===== config.mk =====
export PLATFORM = sky130hd
export DESIGN_NAME = trgs_cell
export DESIGN_NICKNAME = d
export VERILOG_FILES = /design/src/hdl/trgs_pkg.sv /design/src/hdl/trgs_cell.sv
export SDC_FILE = /design/constraint.sdc
export NUM_CORES = 1
export LEC_CHECK = 0
export BUFFER_PORTS_ARGS = -buffer_cell sky130_fd_sc_hd__buf_2
export CORE_UTILIZATION = 50
export DETAILED_ROUTE_END_ITERATION = 16
export PLACE_DENSITY = 0.78
export SYNTH_ARGS = -nofsm -noshare
export SYNTH_HDL_FRONTEND = slang
export SYNTH_SLANG_ARGS = --single-unit

===== constraint.sdc =====
create_clock -name clk_i -period 11.1 [get_ports clk_i]
set_input_delay 0.555 -clock clk_i [delete_from_list [all_inputs] [get_ports clk_i]]
set_output_delay 0.555 -clock clk_i [all_outputs]
set_load 0.005 [all_outputs]

===== src/hdl/trgs_pkg.sv =====
`timescale 1ns / 1ps

package trgs_pkg;

  // Network dimensions
  localparam int HIDDEN_TRITS   = 16;
  localparam int EXTERNAL_TRITS = 32;
  localparam int CAT_W          = EXTERNAL_TRITS + HIDDEN_TRITS;

  // Port field widths
  localparam int NEURON_W  = 4;
  localparam int ROW_W     = 48;
  localparam int EXT_W     = 32;
  localparam int COUNT_W   = 32;
  localparam int DECISION_W = 2;

  // Running vote spans -HIDDEN_TRITS .. +HIDDEN_TRITS
  localparam int VOTE_W = $clog2(HIDDEN_TRITS + 1) + 1;
  // Match counters over the concatenated vector
  localparam int CNT_W  = $clog2(CAT_W + 1);

  // Input codes
  localparam logic ACT_WRITE = 1'b0;
  localparam logic ACT_STEP  = 1'b1;
  localparam logic PATH_GATE = 1'b0;
  localparam logic PATH_CAND = 1'b1;

  // Decision codes
  localparam logic signed [DECISION_W-1:0] DEC_POS  = 2'sb01;
  localparam logic signed [DECISION_W-1:0] DEC_ZERO = 2'sb00;
  localparam logic signed [DECISION_W-1:0] DEC_NEG  = 2'sb11;

  typedef enum logic [1:0] {
    ST_IDLE,
    ST_RUN,
    ST_FINISH
  } state_e;

  // One trit as a plus and a minus flag
  typedef struct packed {
    logic p;
    logic m;
  } trit_t;

  // Row write command for one cell
  typedef struct packed {
    logic             gate_we;
    logic             cand_we;
    logic [CAT_W-1:0] plus;
    logic [CAT_W-1:0] minus;
  } row_wr_t;

  // Step token that walks down the chain
  typedef struct packed {
    logic                     vld;
    logic [CAT_W-1:0]         xp;
    logic [CAT_W-1:0]         xm;
    logic signed [VOTE_W-1:0] vote;
  } token_t;

endpackage


===== src/hdl/trgs_cell.sv =====
`timescale 1ns / 1ps

module trgs_cell (
  input  logic            clk_i,
  input  logic            rst_ni,
  input  trgs_pkg::row_wr_t wr_i,
  input  trgs_pkg::token_t  tok_i,
  output trgs_pkg::token_t  tok_o,
  output trgs_pkg::trit_t   hidden_o
);
  import trgs_pkg::*;

  logic [CAT_W-1:0] gate_p_q, gate_m_q, cand_p_q, cand_m_q;
  trit_t            hidden_q, hidden_d;
  trit_t            f_sign, g_sign;
  logic             tok_vld_q;
  logic [CAT_W-1:0] tok_xp_q, tok_xm_q;
  logic signed [VOTE_W-1:0] vote_q, vote_d;

  // Sign of a ternary dot product: matches minus mismatches
  function automatic trit_t dot_trit(input logic [CAT_W-1:0] wp, input logic [CAT_W-1:0] wm,
                                     input logic [CAT_W-1:0] xp, input logic [CAT_W-1:0] xm);
    logic [CAT_W-1:0] pos;
    logic [CAT_W-1:0] neg;
    logic [CNT_W-1:0] n_pos;
    logic [CNT_W-1:0] n_neg;
    trit_t            r;
    // a position with both flags set on either side contributes nothing
    pos = (wp & ~wm & xp & ~xm) | (wm & ~wp & xm & ~xp);
    neg = (wp & ~wm & xm & ~xp) | (wm & ~wp & xp & ~xm);
    n_pos = CNT_W'($countones(pos));
    n_neg = CNT_W'($countones(neg));
    r.p = n_pos > n_neg;
    r.m = n_neg > n_pos;
    return r;
  endfunction

  // Evaluate both pathways against the passing token
  always_comb begin
    f_sign = dot_trit(gate_p_q, gate_m_q, tok_i.xp, tok_i.xm);
    g_sign = dot_trit(cand_p_q, cand_m_q, tok_i.xp, tok_i.xm);
    if (f_sign.p) begin
      hidden_d = g_sign;
    end else if (f_sign.m) begin
      hidden_d.p = g_sign.m;
      hidden_d.m = g_sign.p;
    end else begin
      hidden_d = hidden_q;
    end
    vote_d = tok_i.vote + (hidden_d.p ? VOTE_W'(1) : VOTE_W'(0))
                        - (hidden_d.m ? VOTE_W'(1) : VOTE_W'(0));
  end

  // Store weight rows
  always_ff @(posedge clk_i or negedge rst_ni) begin
    if (!rst_ni) begin
      gate_p_q <= '0;
      gate_m_q <= '0;
      cand_p_q <= '0;
      cand_m_q <= '0;
    end else begin
      if (wr_i.gate_we) begin
        gate_p_q <= wr_i.plus;
        gate_m_q <= wr_i.minus;
      end
      if (wr_i.cand_we) begin
        cand_p_q <= wr_i.plus;
        cand_m_q <= wr_i.minus;
      end
    end
  end

  // Commit the hidden trit and hand the token on
  always_ff @(posedge clk_i or negedge rst_ni) begin
    if (!rst_ni) begin
      hidden_q  <= '0;
      tok_vld_q <= 1'b0;
    end else begin
      tok_vld_q <= tok_i.vld;
      if (tok_i.vld) begin
        hidden_q <= hidden_d;
      end
    end
  end

  // Hold token payload between transactions
  always_ff @(posedge clk_i) begin
    if (tok_i.vld) begin
      tok_xp_q <= tok_i.xp;
      tok_xm_q <= tok_i.xm;
      vote_q   <= vote_d;
    end
  end

  assign tok_o.vld  = tok_vld_q;
  assign tok_o.xp   = tok_xp_q;
  assign tok_o.xm   = tok_xm_q;
  assign tok_o.vote = vote_q;
  assign hidden_o   = hidden_q;

endmodule


==> qor.log <==
qor: sta.timing.slew.headroom 31.9%
qor: critical_path.timing.critical_path.mode_cell sky130_fd_sc_hd__fa_1
qor: critical_path.timing.setup.critical_path_class reg2reg
qor: synth.yosys_register_bits 297
qor: power.vdd_ir_drop_max 0.714 mV
qor: drt.drt-wirelength-per-cell 18.9 µm
qor: power.power.density 368 mW/mm²
qor: placed_design.gp_congestion 0.909
qor: power.power.share.combinational 67.4%
qor: global_route.grt.total_usage 23.6%
qor: critical_path.crit_path_end_kind flip-flop
qor: placed_design.place_worst_setup_slack 2.15 ns
qor: floorplan.initial_utilization 51.2%
qor: synth.syn_inst 1472
qor: power.power.share.clock 13.6%
qor: drt.route.vias.total 12300
qor: sta.post-route-period-util 78.5%
qor: clocking.clock_tree.root_cell sky130_fd_sc_hd__clkbuf_16
qor: synth.synth_top_area_share 26.5%
qor: synth.ys_async_sr_fraction 65.7%
qor: critical_path.worst-endpoint-required 11.38 ns
qor: floorplan.vertical_die_dimension 194 µm
qor: synth.synth_common_cells sky130_fd_sc_hd__dfrtp_1 (195), sky130_fd_sc_hd__nand2b_1 (195), sky130_fd_sc_hd__mux2_2 (192), sky130_fd_sc_hd__inv_1 (181), sky130_fd_sc_hd__fa_1 (157)
qor: critical_path.worst-r2r-setup-slack 2.39 ns
qor: sta.rsz0062_at_grt false
qor: drt.drt_drc_violations_left 0
qor: global_route.globalRouteMet1Util 29.4%
qor: power.p_int 4360 µW
qor: synth.ys.warnings.count 0
qor: sta.finalSetupViolations 0
qor: critical_path.cp.arrival 8.99 ns
qor: synth.dominantRegCellSynth sky130_fd_sc_hd__dfrtp_1
qor: clocking.clk_latency 0.54 ns
qor: global_route.grt_pass1_vias 13100
qor: global_route.grt_pass1_wl 68500 µm
qor: sta.finalWorstPathRequiredPeriod 8.71 ns
qor: placed_design.numPortBuffers 307
qor: cells_and_area.drive_gt1_share 30.9%
qor: sta.report.final.hold_viol_count 0
qor: floorplan.floorplan.io_pins 308
qor: clocking.post_cts.resized_instances 0
qor: clocking.path_clk_slew 0.06 ns
qor: clocking.tritoncts_num_sinks 297
qor: critical_path.worst_path_largest_cell_delay 0.57 ns
qor: cells_and_area.areaGrowthSynthToFinish 16.9%
qor: clocking.tritoncts yes
qor: synth.synth_enable_flop_cells 102
qor: synth.post-synth-top-area-cell sky130_fd_sc_hd__dfrtp_1
qor: critical_path.start_kind flip-flop
qor: critical_path.rr_worst_depth 33
qor: sta.skew 0.0211 ns
qor: sta.finalHoldWorstSlack 0.163 ns
qor: cells_and_area.final_design_area_no_fill 0.0215 mm²
qor: sta.worst-slew-pin-transition 1.02 ns
qor: clocking.ctsLongestPathBuffers 3
qor: power.p_sw_share 44.9%
qor: sta.fmax 115 MHz
qor: critical_path.worst_r2r_startpoint gate_m_q[45]
qor: synth.largest_cells_by_area_after_synthesis sky130_fd_sc_hd__dfrtp_1 (27%), sky130_fd_sc_hd__fa_1 (17%), sky130_fd_sc_hd__edfxtp_1 (17%)
qor: min_path.worstHoldPathType in2async
qor: drt.drt_pre_antenna_iters 5
qor: drt.final_antenna_net_count 0
qor: global_route.antenna_found_initial 8
qor: clocking.cts_inserted_buffers 35
qor: drt.routed_wl 43400 µm
qor: synth.post_synth_instance_area 0.0184 mm²
qor: power.seq_power_share 19.1%
qor: cells_and_area.nNetsFinal 2214
qor: sta.setup_total_negative_slack 0 ns
qor: clocking.cts_setup_buffers 0
qor: cells_and_area.finish.utilization 59.9%
qor: floorplan.floorplan.die_area 0.0376 mm²
qor: power.total_leakage_power 0.00958 µW
qor: synth.syn_avg_cell_area 12.5 µm²
qor: drt.drt-initial-drc-count 683
qor: power.power_switching 3550 µW
qor: outcome.outcome complete, no violations
qor: sta.setup_slack 2.39 ns
qor: floorplan.area_of_the_placeable_core 0.0359 mm²
qor: floorplan.num_rows 69
qor: drt.routed_via_density 5.37
qor: clocking.htreeDepth 2
qor: placed_design.dpl_cell_area 0.0204 mm²
qor: global_route.largest_net_degree_at_the_start_of_global_routing 121
qor: synth.synth_cell_type_count 33
qor: critical_path.critical_path.max_fanout 6
qor: sta.final-max-slew-violation-count 0
qor: critical_path.critical_path.slowest_cell sky130_fd_sc_hd__fa_1
qor: critical_path.capture_instance_of_the_worst_register_to_register_path vote_q[4]
qor: global_route.grt_use_met2 40.6%
qor: floorplan.die_span_x 194 µm
qor: flow_run.maxCapViolations 0
qor: synth.seq_area_frac_synth 43.2%
qor: synth.synth_nets 1890
qor: global_route.grtUsageMet3 4.61%
qor: global_route.busiest_grt_layer met2
qor: placed_design.place.detailed.hpwl 34000 µm
qor: clocking.cts_hold_buf 0
qor: global_route.gr-total-overflow 0
worst max path at each step:
stage / startpoint / endpoint / slack, ns / depth (start not counted)
6_report: gate_m_q[45] / vote_q[4] / 2.39 / 33
5_1_grt: cand_m_q[45] / vote_q[4] / 1.90 / 33
4_1_cts: cand_m_q[45] / vote_q[4] / 2.42 / 33
3_5_place_dp: tok_i[99] / vote_q[4] / 2.15 / 34
3_3_place_gp: tok_i[99] / vote_q[4] / 2.43 / 33
2_1_floorplan: tok_i[99] / vote_q[4] / 2.83 / 33
worst max-delay path: cells and delay by family, from the launching register on:
kind	cells	cell delay (ns)
XOR/XNOR	2	0.17
AO/OA/AOI/OAI	6	0.99
AND/OR/NAND/NOR	6	0.94
flip-flops	1	0.41
buffers and inverters	6	0.33
adder cells (fa/ha/maj)	13	5.60
registers in the layout, summed over array words and instances, names as in the netlist:
signal     flops
cand_p_q      48
tok_xp_q      48
gate_m_q      48
gate_p_q      48
cand_m_q      48
vote_q         6
tok_xm_q      48
tok_vld_q      1
hidden_o       2
metal layers:
metal  vias to the layer above  part of all wire (%)
li1                       5764                     -
met1                      6115                    42
met2                       338                    50
met3                        80                   4.9
met4                         6                   3.1
met5                         -                 0.083
power by group through the flow:
stage          Sequential, µW  Combinational (µW)  Clock (µW)
6_report                 1510                5330        1070
5_1_grt                  1520                6030        1140
4_1_cts                  1510                5340        1100
3_5_place_dp             1530                5140           0
3_3_place_gp             1520                4740           0
2_1_floorplan            1520                3930           0
placed cells by master, fill, tap and decap left out, types with 2 or more instances in the layout:
cell / n
sky130_fd_sc_hd__buf_2: 303
sky130_fd_sc_hd__nand2b_1: 195
sky130_fd_sc_hd__dfrtp_1: 195
sky130_fd_sc_hd__mux2_2: 192
sky130_fd_sc_hd__inv_1: 181
sky130_fd_sc_hd__fa_1: 157
sky130_fd_sc_hd__o22ai_1: 129
sky130_fd_sc_hd__edfxtp_1: 102
sky130_fd_sc_hd__nor2b_1: 98
sky130_fd_sc_hd__a22oi_1: 64
sky130_fd_sc_hd__ha_1: 58
sky130_fd_sc_hd__clkbuf_16: 35
sky130_fd_sc_hd__a21oi_1: 20
sky130_fd_sc_hd__xnor2_1: 12
sky130_fd_sc_hd__clkinv_2: 10
sky130_fd_sc_hd__a21o_1: 8
sky130_fd_sc_hd__diode_2: 7
sky130_fd_sc_hd__nor2_1: 7
sky130_fd_sc_hd__buf_4: 7
sky130_fd_sc_hd__xor2_1: 5
sky130_fd_sc_hd__nand2_1: 5
sky130_fd_sc_hd__clkbuf_8: 4
sky130_fd_sc_hd__o21ai_0: 3
sky130_fd_sc_hd__o21bai_1: 3
sky130_fd_sc_hd__nor3_1: 3
sky130_fd_sc_hd__clkinv_4: 3
sky130_fd_sc_hd__clkbuf_1: 3
sky130_fd_sc_hd__clkinvlp_4: 3
sky130_fd_sc_hd__clkinv_1: 3
sky130_fd_sc_hd__a211oi_1: 2
sky130_fd_sc_hd__nor4b_1: 2
sky130_fd_sc_hd__inv_6: 2
area by class of cell:
class	instances	area, µm²
fill	2873	14400
multi-input combinational	970	9650
sequential	297	7940
timing repair buffer	311	1580
clock buffer	41	928
inverter	181	679
tap	461	577
clock inverter	21	128
antenna	7	17.5
through the flow:
step	total power (µW)	instances
2_1_floorplan	5450	1472
3_3_place_gp	6260	2220
5_1_grt	8700	2286
6_report	7910	2289
4_1_cts	7950	2282
3_5_place_dp	6670	2220
cells by family (layout without fill, tap and decap cells):
kind of cell               after synthesis  after routing  share of synthesized area [%]
and+or+nand+nor                        314            314                           10.6
DFF                                    297            297                           43.2
AOI/OAI and AO/OA                      232            232                           8.31
adders and majority gates              215            215                           21.0
buffers and inverters                  205            554                           4.33
muxes                                  192            192                           11.8
xor gates and xnor gates                17             17                          0.809
other                                    0              7                              0
Note: power is estimated with default switching activity, not from simulation.
